File: config.mk
export PLATFORM = sky130hd
export DESIGN_NAME = multilevel_fifo_ready_queue_top
export DESIGN_NICKNAME = d
export VERILOG_FILES = /design/src/mfrq_pkg.sv /design/src/mfrq_level_enc.sv /design/src/multilevel_fifo_ready_queue_top.sv
export SDC_FILE = /design/constraint.sdc
export NUM_CORES = 2
export LEC_CHECK = 0
export ABC_AREA = 0
export ABC_CLOCK_PERIOD_IN_PS = 5700
export BUFFER_PORTS_ARGS = -buffer_cell sky130_fd_sc_hd__buf_4
export CORE_ASPECT_RATIO = 1.25
export CORE_MARGIN = 5
export CORE_UTILIZATION = 40
export CTS_CLUSTER_SIZE = 30
export DETAILED_ROUTE_END_ITERATION = 12
export HOLD_SLACK_MARGIN = 0.08
export PLACE_DENSITY_LB_ADDON = 0.25
export REMOVE_ABC_BUFFERS = 1
export SETUP_SLACK_MARGIN = 0.02
export SLEW_MARGIN = 15
export SYNTH_ARGS = -nofsm -noshare
export SYNTH_HDL_FRONTEND = slang
export SYNTH_SLANG_ARGS = --single-unit
File: constraint.sdc
create_clock -name clk_i -period 5.7 [get_ports clk_i]
set_input_delay 0.57 -clock clk_i [delete_from_list [all_inputs] [get_ports clk_i]]
set_output_delay 0.57 -clock clk_i [all_outputs]
set_load 0.005 [all_outputs]
File: src/mfrq_pkg.sv
`timescale 1ns / 1ps
// Shared types, codes and the 16-way priority encoder of the ready queue.
package mfrq_pkg;

  localparam int ID_W   = 6;   // thread id and thread out ports
  localparam int PRIO_W = 6;   // requested level and level out ports
  localparam int ACT_W  = 2;
  localparam int ERR_W  = 2;

  localparam int GROUP_SIZE = 16;  // levels per group in the level search
  localparam int GIDX_W     = 4;   // index within a group, and group index

  localparam logic [ACT_W-1:0] ACT_INSERT = 2'd0;
  localparam logic [ACT_W-1:0] ACT_POP    = 2'd1;
  localparam logic [ACT_W-1:0] ACT_CHANGE = 2'd2;
  localparam logic [ACT_W-1:0] ACT_QUERY  = 2'd3;

  localparam logic [ERR_W-1:0] ERR_OK     = 2'd0;
  localparam logic [ERR_W-1:0] ERR_QUEUED = 2'd1;
  localparam logic [ERR_W-1:0] ERR_EMPTY  = 2'd2;

  // {any, index of highest set bit}
  function automatic logic [GIDX_W:0] prio_enc(input logic [GROUP_SIZE-1:0] v);
    logic [GIDX_W:0] r;
    r = '0;
    for (int i = 0; i < GROUP_SIZE; i++) begin
      if (v[i]) begin
        r = {1'b1, GIDX_W'(i)};
      end
    end
    return r;
  endfunction

endpackage

File: src/mfrq_level_enc.sv
`timescale 1ns / 1ps
// Two-stage search for the highest non-empty level: group pick, then bit pick.
module mfrq_level_enc import mfrq_pkg::*; #(
  parameter int NUM_LEVELS = 64
) (
  input  logic                          clk_i,
  input  logic                          rst_ni,
  input  logic                          load_i,
  input  logic [NUM_LEVELS-1:0]         nonempty_i,
  output logic                          found_o,
  output logic [$clog2(NUM_LEVELS)-1:0] level_o
);

  localparam int LW   = $clog2(NUM_LEVELS);
  localparam int PADW = GROUP_SIZE * GROUP_SIZE;

  logic [PADW-1:0]       bits_pad;
  logic [GROUP_SIZE-1:0] grp_any;
  logic [GIDX_W:0]       grp_hit;
  logic [GIDX_W-1:0]     grp_q;
  logic                  any_q;
  logic [GROUP_SIZE-1:0] sel;
  logic [GIDX_W:0]       off_hit;

  assign bits_pad = PADW'(nonempty_i);

  always_comb begin
    for (int g = 0; g < GROUP_SIZE; g++) begin
      grp_any[g] = |bits_pad[g*GROUP_SIZE +: GROUP_SIZE];
    end
  end

  assign grp_hit = prio_enc(grp_any);

  always_ff @(posedge clk_i or negedge rst_ni) begin
    if (!rst_ni) begin
      grp_q <= '0;
      any_q <= 1'b0;
    end else if (load_i) begin
      grp_q <= grp_hit[GIDX_W-1:0];
      any_q <= grp_hit[GIDX_W];
    end
  end

  // second stage reads the current level bits of the group picked at the load
  assign sel     = bits_pad[grp_q*GROUP_SIZE +: GROUP_SIZE];
  assign off_hit = prio_enc(sel);
  assign found_o = any_q;
  assign level_o = LW'({grp_q, off_hit[GIDX_W-1:0]});

endmodule

File: src/multilevel_fifo_ready_queue_top.sv
`timescale 1ns / 1ps
// Top level of the multilevel FIFO ready queue: sequencer and list memories.
//
// One FIFO of threads per priority level, kept as doubly linked lists in
// small memories with registered reads, plus a stored level per thread. An
// item is taken when start is high and busy low; busy then stays high
// while a small sequencer walks the item through the memories, one read or
// read-modify-write step a cycle. A query, a duplicate insert, an insert or
// change on an out-of-range thread, a change that moves nothing and a pop
// with every level empty finish at the level lookup; an insert appends,
// reading the old tail first when the level already holds threads; a pop
// reads the head, then its links, then unlinks it; a change that relinks a
// queued thread unlinks it and then appends it at the new level.
// The steps follow the registered memory reads: level lookup, then
// head/tail and link reads, then the link writes. The highest non-empty
// level is found in two steps, a pick among groups of sixteen levels and then
// within the group. The result stays on the output ports until the next one
// and is marked by done_o, high for exactly one cycle as busy falls; the
// receiver cannot hold it off, so it must take it then. A new item may be
// started in that same cycle. After reset a clearing pass sets each stored
// thread level to the top level in turn; busy is high throughout.
module multilevel_fifo_ready_queue_top import mfrq_pkg::*; #(
  parameter int NUM_LEVELS  = 64,
  parameter int NUM_THREADS = 64
) (
  input  logic              clk_i,
  input  logic              rst_ni,
  input  logic              start,
  output logic              busy,
  input  logic [ACT_W-1:0]  action_i,
  input  logic [ID_W-1:0]   thread_id_i,
  input  logic [PRIO_W-1:0] req_level_i,
  output logic              done_o,
  output logic [ID_W-1:0]   thread_out_o,
  output logic [PRIO_W-1:0] level_out_o,
  output logic              found_o,
  output logic [ERR_W-1:0]  error_o
);

  localparam int LW = $clog2(NUM_LEVELS);
  localparam int TW = $clog2(NUM_THREADS);

  localparam logic [2:0] ST_CLEAR = 3'd0;
  localparam logic [2:0] ST_IDLE  = 3'd1;
  localparam logic [2:0] ST_LOOK  = 3'd2;  // stored level and level search ready
  localparam logic [2:0] ST_POPH  = 3'd3;  // head known, fetch its links
  localparam logic [2:0] ST_UNL   = 3'd4;  // unlink
  localparam logic [2:0] ST_APP   = 3'd5;  // append, empty level or fetch tail
  localparam logic [2:0] ST_APPW  = 3'd6;  // append behind the old tail

  // sequencer state
  logic [2:0]             state_q, state_d;
  logic [TW-1:0]          clr_q, clr_d;
  logic [ACT_W-1:0]       act_q, act_d;
  logic [ID_W-1:0]        tin_q, tin_d;
  logic [LW-1:0]          np_q, np_d;
  logic [TW-1:0]          cur_q, cur_d;
  logic [LW-1:0]          ul_q, ul_d;
  logic [LW-1:0]          app_q, app_d;
  logic                   tok_q, tok_d;
  logic [NUM_THREADS-1:0] queued_q, queued_d;
  logic [NUM_LEVELS-1:0]  nonempty_q, nonempty_d;

  // result register
  logic              res_valid_q, res_valid_d;
  logic [ID_W-1:0]   res_thread_q, res_thread_d;
  logic [PRIO_W-1:0] res_level_q, res_level_d;
  logic              res_found_q, res_found_d;
  logic [ERR_W-1:0]  res_err_q, res_err_d;

  // memories and their ports
  logic [TW-1:0] head_mem [NUM_LEVELS];
  logic [TW-1:0] tail_mem [NUM_LEVELS];
  logic [TW-1:0] next_mem [NUM_THREADS];
  logic [TW-1:0] prev_mem [NUM_THREADS];
  logic [LW-1:0] lvl_mem  [NUM_THREADS];

  logic          hd_re, hd_we, tl_re, tl_we, nx_re, nx_we, pv_re, pv_we, lv_re, lv_we;
  logic [LW-1:0] hd_ra, hd_wa, tl_ra, tl_wa;
  logic [TW-1:0] hd_wd, tl_wd;
  logic [TW-1:0] nx_ra, nx_wa, nx_wd, pv_ra, pv_wa, pv_wd;
  logic [TW-1:0] lv_ra, lv_wa;
  logic [LW-1:0] lv_wd;
  logic [TW-1:0] hd_rd_q, tl_rd_q, nx_rd_q, pv_rd_q;
  logic [LW-1:0] lv_rd_q;

  // level search
  logic          accept;
  logic          enc_found;
  logic [LW-1:0] enc_level;

  // finishing values
  logic              fin;
  logic [ID_W-1:0]   f_thread;
  logic [PRIO_W-1:0] f_level;
  logic              f_found;
  logic [ERR_W-1:0]  f_err;

  logic          t_ok;
  logic [LW-1:0] np_sat;
  logic          is_head, is_tail;

  assign busy   = (state_q != ST_IDLE);
  assign accept = start && !busy;
  assign t_ok   = (32'(thread_id_i) < NUM_THREADS);
  assign np_sat = (32'(req_level_i) > NUM_LEVELS - 1) ? LW'(NUM_LEVELS - 1)
                                                      : LW'(req_level_i);
  assign is_head = (hd_rd_q == cur_q);
  assign is_tail = (tl_rd_q == cur_q);

  mfrq_level_enc #(
    .NUM_LEVELS (NUM_LEVELS)
  ) u_level_enc (
    .clk_i      (clk_i),
    .rst_ni     (rst_ni),
    .load_i     (accept),
    .nonempty_i (nonempty_q),
    .found_o    (enc_found),
    .level_o    (enc_level)
  );

  always_comb begin
    state_d    = state_q;
    clr_d      = clr_q;
    act_d      = act_q;
    tin_d      = tin_q;
    np_d       = np_q;
    cur_d      = cur_q;
    ul_d       = ul_q;
    app_d      = app_q;
    tok_d      = tok_q;
    queued_d   = queued_q;
    nonempty_d = nonempty_q;

    hd_re = 1'b0; hd_ra = '0; hd_we = 1'b0; hd_wa = '0; hd_wd = '0;
    tl_re = 1'b0; tl_ra = '0; tl_we = 1'b0; tl_wa = '0; tl_wd = '0;
    nx_re = 1'b0; nx_ra = '0; nx_we = 1'b0; nx_wa = '0; nx_wd = '0;
    pv_re = 1'b0; pv_ra = '0; pv_we = 1'b0; pv_wa = '0; pv_wd = '0;
    lv_re = 1'b0; lv_ra = '0; lv_we = 1'b0; lv_wa = '0; lv_wd = '0;

    fin      = 1'b0;
    f_thread = tin_q;
    f_level  = '0;
    f_found  = 1'b0;
    f_err    = ERR_OK;

    unique case (state_q)
      ST_CLEAR: begin
        lv_we = 1'b1;
        lv_wa = clr_q;
        lv_wd = LW'(NUM_LEVELS - 1);
        clr_d = clr_q + 1'b1;
        if (clr_q == TW'(NUM_THREADS - 1)) begin
          state_d = ST_IDLE;
        end
      end
      ST_IDLE: begin
        if (start) begin
          act_d   = action_i;
          tin_d   = thread_id_i;
          np_d    = np_sat;
          cur_d   = TW'(thread_id_i);
          tok_d   = t_ok;
          lv_re   = t_ok;
          lv_ra   = TW'(thread_id_i);
          state_d = ST_LOOK;
        end
      end
      ST_LOOK: begin
        unique case (act_q)
          ACT_INSERT: begin
            if (!tok_q) begin
              fin = 1'b1;
            end else if (queued_q[cur_q]) begin
              fin     = 1'b1;
              f_level = PRIO_W'(lv_rd_q);
              f_err   = ERR_QUEUED;
            end else begin
              app_d   = lv_rd_q;
              state_d = ST_APP;
            end
          end
          ACT_CHANGE: begin
            if (!tok_q) begin
              fin = 1'b1;
            end else if (np_q == lv_rd_q) begin
              fin     = 1'b1;
              f_level = PRIO_W'(lv_rd_q);
            end else begin
              lv_we = 1'b1;
              lv_wa = cur_q;
              lv_wd = np_q;
              if (queued_q[cur_q]) begin
                ul_d    = lv_rd_q;
                app_d   = np_q;
                hd_re   = 1'b1;
                hd_ra   = lv_rd_q;
                tl_re   = 1'b1;
                tl_ra   = lv_rd_q;
                nx_re   = 1'b1;
                nx_ra   = cur_q;
                pv_re   = 1'b1;
                pv_ra   = cur_q;
                state_d = ST_UNL;
              end else begin
                fin     = 1'b1;
                f_level = PRIO_W'(np_q);
              end
            end
          end
          ACT_POP: begin
            if (!enc_found) begin
              fin   = 1'b1;
              f_err = ERR_EMPTY;
            end else begin
              ul_d    = enc_level;
              hd_re   = 1'b1;
              hd_ra   = enc_level;
              tl_re   = 1'b1;
              tl_ra   = enc_level;
              state_d = ST_POPH;
            end
          end
          ACT_QUERY: begin
            fin     = 1'b1;
            f_found = enc_found;
            f_level = enc_found ? PRIO_W'(enc_level) : '0;
          end
          default: begin
            fin = 1'b1;
          end
        endcase
      end
      ST_POPH: begin
        cur_d   = hd_rd_q;
        nx_re   = 1'b1;
        nx_ra   = hd_rd_q;
        pv_re   = 1'b1;
        pv_ra   = hd_rd_q;
        state_d = ST_UNL;
      end
      ST_UNL: begin
        if (is_head && is_tail) begin
          nonempty_d[ul_q] = 1'b0;
        end else if (is_head) begin
          hd_we = 1'b1;
          hd_wa = ul_q;
          hd_wd = nx_rd_q;
        end else if (is_tail) begin
          tl_we = 1'b1;
          tl_wa = ul_q;
          tl_wd = pv_rd_q;
        end else begin
          nx_we = 1'b1;
          nx_wa = pv_rd_q;
          nx_wd = nx_rd_q;
          pv_we = 1'b1;
          pv_wa = nx_rd_q;
          pv_wd = pv_rd_q;
        end
        queued_d[cur_q] = 1'b0;
        if (act_q == ACT_POP) begin
          fin      = 1'b1;
          f_thread = ID_W'(cur_q);
          f_level  = PRIO_W'(ul_q);
          f_found  = 1'b1;
        end else begin
          state_d = ST_APP;
        end
      end
      ST_APP: begin
        if (nonempty_q[app_q]) begin
          tl_re   = 1'b1;
          tl_ra   = app_q;
          state_d = ST_APPW;
        end else begin
          hd_we             = 1'b1;
          hd_wa             = app_q;
          hd_wd             = cur_q;
          tl_we             = 1'b1;
          tl_wa             = app_q;
          tl_wd             = cur_q;
          nonempty_d[app_q] = 1'b1;
          queued_d[cur_q]   = 1'b1;
          fin               = 1'b1;
          f_level           = PRIO_W'(app_q);
        end
      end
      ST_APPW: begin
        nx_we           = 1'b1;
        nx_wa           = tl_rd_q;
        nx_wd           = cur_q;
        pv_we           = 1'b1;
        pv_wa           = cur_q;
        pv_wd           = tl_rd_q;
        tl_we           = 1'b1;
        tl_wa           = app_q;
        tl_wd           = cur_q;
        queued_d[cur_q] = 1'b1;
        fin             = 1'b1;
        f_level         = PRIO_W'(app_q);
      end
      default: begin
        state_d = ST_IDLE;
      end
    endcase

    res_valid_d  = fin;
    res_thread_d = res_thread_q;
    res_level_d  = res_level_q;
    res_found_d  = res_found_q;
    res_err_d    = res_err_q;
    if (fin) begin
      res_thread_d = f_thread;
      res_level_d  = f_level;
      res_found_d  = f_found;
      res_err_d    = f_err;
      state_d      = ST_IDLE;
    end
  end

  always_ff @(posedge clk_i or negedge rst_ni) begin
    if (!rst_ni) begin
      state_q     <= ST_CLEAR;
      clr_q       <= '0;
      queued_q    <= '0;
      nonempty_q  <= '0;
      res_valid_q <= 1'b0;
    end else begin
      state_q     <= state_d;
      clr_q       <= clr_d;
      queued_q    <= queued_d;
      nonempty_q  <= nonempty_d;
      res_valid_q <= res_valid_d;
    end
  end

  // item payload and result fields
  always_ff @(posedge clk_i) begin
    act_q        <= act_d;
    tin_q        <= tin_d;
    np_q         <= np_d;
    cur_q        <= cur_d;
    ul_q         <= ul_d;
    app_q        <= app_d;
    tok_q        <= tok_d;
    res_thread_q <= res_thread_d;
    res_level_q  <= res_level_d;
    res_found_q  <= res_found_d;
    res_err_q    <= res_err_d;
  end

  // list memories: one write, one registered read each; read data holds
  always_ff @(posedge clk_i) begin
    if (hd_we) head_mem[hd_wa] <= hd_wd;
    if (hd_re) hd_rd_q <= head_mem[hd_ra];
  end

  always_ff @(posedge clk_i) begin
    if (tl_we) tail_mem[tl_wa] <= tl_wd;
    if (tl_re) tl_rd_q <= tail_mem[tl_ra];
  end

  always_ff @(posedge clk_i) begin
    if (nx_we) next_mem[nx_wa] <= nx_wd;
    if (nx_re) nx_rd_q <= next_mem[nx_ra];
  end

  always_ff @(posedge clk_i) begin
    if (pv_we) prev_mem[pv_wa] <= pv_wd;
    if (pv_re) pv_rd_q <= prev_mem[pv_ra];
  end

  always_ff @(posedge clk_i) begin
    if (lv_we) lvl_mem[lv_wa] <= lv_wd;
    if (lv_re) lv_rd_q <= lvl_mem[lv_ra];
  end

  assign done_o       = res_valid_q;
  assign thread_out_o = res_thread_q;
  assign level_out_o  = res_level_q;
  assign found_o      = res_found_q;
  assign error_o      = res_err_q;

  // a result always follows a busy cycle
  assert property (@(posedge clk_i) disable iff (!rst_ni)
    res_valid_q |-> $past(busy))
    else $error("result without a preceding busy cycle");

  // a successful pop leaves the popped thread off every list
  assert property (@(posedge clk_i) disable iff (!rst_ni)
    (res_valid_q && res_found_q && act_q == ACT_POP) |-> !queued_q[cur_q])
    else $error("popped thread still marked queued");

  // after an in-range insert the thread is queued, new or not
  assert property (@(posedge clk_i) disable iff (!rst_ni)
    (res_valid_q && act_q == ACT_INSERT && tok_q) |-> queued_q[cur_q])
    else $error("inserted thread not marked queued");

  // empty pop only when no level holds a thread
  assert property (@(posedge clk_i) disable iff (!rst_ni)
    (res_valid_q && res_err_q == ERR_EMPTY) |-> (nonempty_q == '0))
    else $error("empty pop reported with a non-empty level");

endmodule

After elaboration in Yosys (flattened, before gate mapping):

Memory sizes are Yosys's and may differ from the RTL's. A register that Yosys moved wholly into a read port is not among the register bits.
Index checks and enable logic that the tools add are counted.

* register bits after elaboration: 190
* memory bits (writable): 1920
* input bits: 17
* output and inout bits: 17
* word-level logic and storage cells: 241
* memories: 5

Memory list
* head_mem: words 64, width 6, read ports 1, clocked after memory_dff 1, wr ports 1, RTL line multilevel_fifo_ready_queue_top.sv:72 `logic [TW-1:0] head_mem [NUM_LEVELS];`
* lvl_mem: words 64, width 6, read ports 1, clocked after memory_dff 1, wr ports 1, RTL line multilevel_fifo_ready_queue_top.sv:76 `logic [LW-1:0] lvl_mem [NUM_THREADS];`
* next_mem: words 64, width 6, read ports 1, clocked after memory_dff 1, wr ports 1, RTL line multilevel_fifo_ready_queue_top.sv:74 `logic [TW-1:0] next_mem [NUM_THREADS];`
* prev_mem: words 64, width 6, read ports 1, clocked after memory_dff 1, wr ports 1, RTL line multilevel_fifo_ready_queue_top.sv:75 `logic [TW-1:0] prev_mem [NUM_THREADS];`
* tail_mem: words 64, width 6, read ports 1, clocked after memory_dff 1, wr ports 1, RTL line multilevel_fifo_ready_queue_top.sv:73 `logic [TW-1:0] tail_mem [NUM_LEVELS];`

* $add $sub $neg: 1
* $lt $le $gt $ge: 6
* equal/unequal tests: 31
* shift-type cells: 1
* multiplexer cells: 150
* bitwise operators: 6
* reductions and logical operators: 24

Operators with widths (number)
* $mux 6: 44
* $shiftx 256x9->16: 1
* $mux 64: 3
* $pmux 64 s3: 1
* $pmux 6 s2: 12
* $and 64x64->64: 2
* $not 64->64: 2
* $or 64x64->64: 2
* $pmux 64 s2: 1
* $reduce_or 16->1: 4
* $mux 4: 15
* $pmux 6 s3: 3
* $mux 1: 38
* $mux 3: 9
* $pmux 6 s4: 1
* $lt 6x7->1 const B: 3
* $pmux 3 s7: 1
* $mux 5: 4
* $demux 1 s6: 3
* $eq 6x6->1: 3
* $ge 6x1->1 const B: 3
* $ne 2x2->1 const B: 7
* $pmux 1 s2: 7
* $bmux 1 s6: 2
* other kinds (28): 48

Depth between registers and ports, before layout:

* word-level depth: 19
* mapped depth: 20
* gate-level depth less buffers: 12

Modules after synthesis:

A second synthesis with hierarchy kept.

* cells, all modules: 5557
* area, all modules: 88162.1 sq um

Modules (own cells, without submodules)
* multilevel_fifo_ready_queue_top: instances 1, cells an instance 5478, area each 87335.0 sq um, seq. area each 63420.8 sq um
* mfrq_level_enc: instances 1, cells an instance 79, area each 827.0 sq um, seq. area each 75.1 sq um

Worst setup path before layout:

OpenSTA, ideal clock, no wires.

* kind: register -> register
* start: register app_q[1]
* end: memory head_mem[0][2] (netlist name) (data pin)
* setup time: 0.702 ns
* data arrival time: 4.459 ns
* required time: 4.998 ns
* slack: 0.539 ns
* cell stages (with the launch flop): 10
* buffers on the path: 2
* clock period less this slack: 5.161 ns
* cells stage by stage: edfxtp_1 > buf_2 > buf_2 > mux2_2 > a221oi_1 > o221ai_1 > nand4_1 > o2111a_1 > inv_1 > o21ai_0

* word-level cells in the longest chain between the ends: 4

Ends and longest elaborated chain
* from (decl): RTL line multilevel_fifo_ready_queue_top.sv:59 `logic [LW-1:0] app_q, app_d;`
* from (signal assigned): RTL line multilevel_fifo_ready_queue_top.sv:345 `app_q <= app_d;`
* $bmux 1 s6: RTL line multilevel_fifo_ready_queue_top.sv:272 `if (nonempty_q[app_q]) begin`
* $mux 1 (implied by the code): RTL line multilevel_fifo_ready_queue_top.sv:272
* $mux 6: RTL line multilevel_fifo_ready_queue_top.sv:272
* $pmux 6 s2: RTL line multilevel_fifo_ready_queue_top.sv:147 `unique case (state_q)`
* named net hd_wd[2]: RTL line multilevel_fifo_ready_queue_top.sv:80 `logic [TW-1:0] hd_wd, tl_wd;`
* to (decl): RTL line multilevel_fifo_ready_queue_top.sv:72

The timed path passes the listed nets, and every way through them passes these cells. The select of a mux whose other input is x is not followed.

Final worst setup path:

* start: register act_q[0]
* end: register nx_rd_q[3] (read register of next_mem) (data pin)

* word-level cells in the longest chain between the ends: 3
* elaborated cells on any way between the ends: 5
* those cells by class: eq/ne (1); mux (4)

Ends and longest elaborated chain
* from (decl): RTL line multilevel_fifo_ready_queue_top.sv:54 `logic [ACT_W-1:0] act_q, act_d;`
* from (signal assigned): RTL line multilevel_fifo_ready_queue_top.sv:340 `act_q <= act_d;`
* $eq 2x2->1 (*): RTL line multilevel_fifo_ready_queue_top.sv:170 `unique case (act_q)`
* $mux 6 / $mux 1 (equally long branches): RTL line multilevel_fifo_ready_queue_top.sv:170
* $pmux 6 s2 / $pmux 1 s2 (equally long branches): RTL line multilevel_fifo_ready_queue_top.sv:147
* to (decl): RTL line multilevel_fifo_ready_queue_top.sv:84 `logic [TW-1:0] hd_rd_q, tl_rd_q, nx_rd_q, pv_rd_q;`

Every way passes the cells marked *; elsewhere a longest branch is shown, timed or not.
A chain may end at the register's enable or synchronous reset.

==> run summary <==
Hold_buf cts -> 12
Number of synthesized register bits -> 2138
Net switching power -> 6114 uW
Post-CTS sizing -> 0
F_max -> 193.6 MHz
Clock tree buffer depth -> 4
Class of the worst hold path -> input port to register
Drt wl/cell -> 26.52 um
Reg clk slew, reported paths -> 70 ps
Slew Limit Fails -> 0
Cell Area, Synth -> 89120 um2
Placement Rows -> 193
Syn Inst Count -> 6268
Global-route wire length before repair -> 373.7 mm
Clock power frac -> 0.448
Final hold violations -> 0
TritonRoute pass-1 iters -> 8
Synth cell types -> 97
DIE HEIGHT -> 537.7 um
GP Congestion -> 0.9141
Syn_area_per_cell -> 14.22 um2
Core Region -> 221400 um2
Drt total wl -> 253.5 mm
Sequential share of power -> 0.549
Comb power frac -> 0.003
Clock Sinks -> 2138
Post-CTS setup buffers -> 0
PD cells -> 304.4 nW/um2
Final #Nets -> 6487
Largest net degree at the start of global routing -> 114
Highest net fanout along the worst path -> 28
H-tree depth -> 4
Most frequent cells in the layout -> edfxtp_1, nand2_1, nor2_1
Worst vdd ir -> 0.2540 mV
Clk_skew -> 79.70 ps
Setup ws final -> 535.8 ps
Async S/R FF share, synth -> 0.06595
DR vias -> 55020
Post-DP HPWL -> 165.3 mm
Max-cap viol count -> 0
Crit path max-delay cell type -> o31ai_4
DRC errors left -> 0
CP endpoint kind -> register
Dpl ws -> 596.2 ps
Ys flop type -> edfxtp_1
Crit Path Class -> register to register
Delay-heaviest family, CP -> compound AO/OA/AOI/OAI gates
Area growth syn-to-layout -> 13.41%
CP bufs+invs -> 3
Grt total ovfl -> 0
CP Launch Type -> register
Max-slew headroom -> 0.1691
Outcome -> completed
Synthesis Warnings -> 0
Static leakage -> 0.03061 uW
Number of synthesized flops with an enable pin -> 1997
Vias in the first global route -> 54630
Input/output buffers -> 33
Clock latency on the worst-skew pair -> 860 ps
Register area share after synthesis -> 0.7125
Initial antenna violation count -> 8
Vias/cell -> 5.755
Tmin final -> 5164 ps
Worst path required time -> 6370 ps
Final setup viols -> 0
CTS buffer count -> 210
GRT Util Overall -> 0.2137
Worst path max stage delay -> 830 ps
Fin crit share -> 0.9060
Initial Util -> 0.4025
1st-iter DRT viols -> 5948
Die Wd -> 432.2 um
Sw frac -> 0.1987
Pint -> 24650 uW
Commonest non-fill, non-tap cell in the layout -> edfxtp_1
CP cell instances -> inv_1 > ha_1 > inv_1 > a31oi_1 > nand2_1 > o31ai_4 > buf_4 > nand2_1 > and3_1 > a31oi_1 > o22ai_1 > or4_1 > o41ai_1
Worst EP arrival -> 5830 ps
Ports -> 34
Post-route ant nets -> 0
Die footprint -> 232400 um2
Worst-Margin Slew -> 1242 ps
WHS -> 203.6 ps
Root buf cell -> clkbuf_16
Unrepaired setup endpoints after global routing -> no
Share of cells above drive strength 1 -> 0.1504
CTS tree -> yes
## cells in the mapped netlist, drive strengths merged, types with 4 or more instances
library cell / count / area share
edfxtp: 1997 / 0.67
nand2: 901 / 0.038
nor2: 736 / 0.031
a21oi: 275 / 0.016
clkbuf: 194 / 0.0082
mux2i: 189 / 0.021
mux4: 188 / 0.048
buf: 180 / 0.014
nand3: 176 / 0.0099
o21ai: 162 / 0.0091
nor3: 145 / 0.0082
dfrtp: 141 / 0.040
a31oi: 111 / 0.0078
and3: 104 / 0.0073
o22ai: 86 / 0.0062
mux2: 84 / 0.011
a221oi: 79 / 0.0081
a211oi: 69 / 0.0060
nand2b: 53 / 0.0037
a22oi: 48 / 0.0041
a22o: 32 / 0.0031
inv: 31 / 0.0013
nor4: 29 / 0.0020
o211ai: 26 / 0.0022
nand4: 20 / 0.0014
or3: 15 / 0.0011
nor2b: 13 / 0.00091
or4: 13 / 0.0011
a32oi: 12 / 0.0012
o31ai: 12 / 0.0012
xor2: 12 / 0.0012
and2: 11 / 0.00077
o41ai: 11 / 0.0012
xnor2: 11 / 0.0011
a311oi: 10 / 0.0012
nand3b: 9 / 0.00076
or2: 9 / 0.00063
o32ai: 8 / 0.00087
a21o: 6 / 0.00051
ha: 6 / 0.00084
o221ai: 5 / 0.00056
o22a: 5 / 0.00051
o21a: 4 / 0.00034
## flip-flops by register name (all words and copies together), names as in the netlist, 64 cells and up, named ones only
signal and flops:
prev_mem 384, head_mem 384, next_mem 384, nonempty_q 64, lvl_mem 384, tail_mem 384
## power groups by stage
| stage | clock [uW] | sequential (uW) | combinational, uW |
|---|---|---|---|
| after floorplan | 0 | 17200 | 17.6 |
| after global placement | 0 | 17200 | 92.8 |
| after detailed placement | 0 | 17200 | 93.4 |
| after CTS | 14000 | 16900 | 100 |
| after global routing | 14600 | 16900 | 108 |
| final | 13800 | 16900 | 98.4 |
## final timing paths
check | start | end | slack, ps | depth (start not counted)
setup / recovery | act_q[0]$_DFFE_PP_ | nx_rd_q[3]$_DFFE_PP_ | 540 | 13
hold / removal | thread_id_i[1] | tin_q[1]$_DFFE_PP_ | 200 | 1
setup reg to reg | act_q[0]$_DFFE_PP_ | nx_rd_q[3]$_DFFE_PP_ | 540 | 13
hold reg to reg | clr_q[4]$_DFFE_PN0N_ | clr_q[4]$_DFFE_PN0N_ | 500 | 1
max in group asynchronous | rst_ni | state_q[0]$_DFFE_PN0P_ | 4010 | 3
min in group asynchronous | rst_ni | nonempty_q[63]$_DFFE_PN0P_ | 390 | 2
## logic make-up (layout without fill, tap and decap cells)
kind of cell             after synthesis  in the layout  share of synthesized area
AO/OA/AOI/OAI                        995            995                    0.07354
XOR/XNOR                              23             23                   0.002260
adder cells (fa/ha/maj)                6              6                  0.0008424
buffers and inverters                405            771                    0.02326
flip-flops                          2138           2138                     0.7125
multiplexers                         461            461                    0.07998
other                                  0              1                          0
AND/OR/NAND/NOR                     2240           2240                     0.1076
## through the flow
stage | std cells | setup TNS [ps] | util | total power (uW) | area (um2)
floorplan | 5894 | -151000 | - | 17250 | 87160
global placement | 9164 | 0 | 0.4254 | 17330 | 94200
detailed placement | 9164 | 0 | 0.4254 | 17330 | 94200
CTS | 9558 | 0 | 0.4563 | 30990 | 101000
global route | 9560 | 0 | 0.4564 | 31630 | 101100
finish | 9560 | 0 | 0.4564 | 30770 | 101100
## final cells by class
cell class              instances  area [um2]
clock inverters               132        1246
well taps                    2925        3660
fillers                     19280      120400
repair buffers                358        3217
diodes                          1       2.502
clock buffers                 250        5468
inverters                      31       116.4
multi-input cells            3725       23860
flip-flops and latches       2138       63500
## metal layers
layer / vias up / track usage / share of wire
li1: 24310 / - / -
met3: 504 / 0.02848 / 0.060
met2: 2171 / 0.3658 / 0.50
met1: 28040 / 0.2795 / 0.40
met5: - / 0 / 0
met4: 0 / 0.08037 / 0.041
No activity file was read; power rests on OpenSTA's default activity.
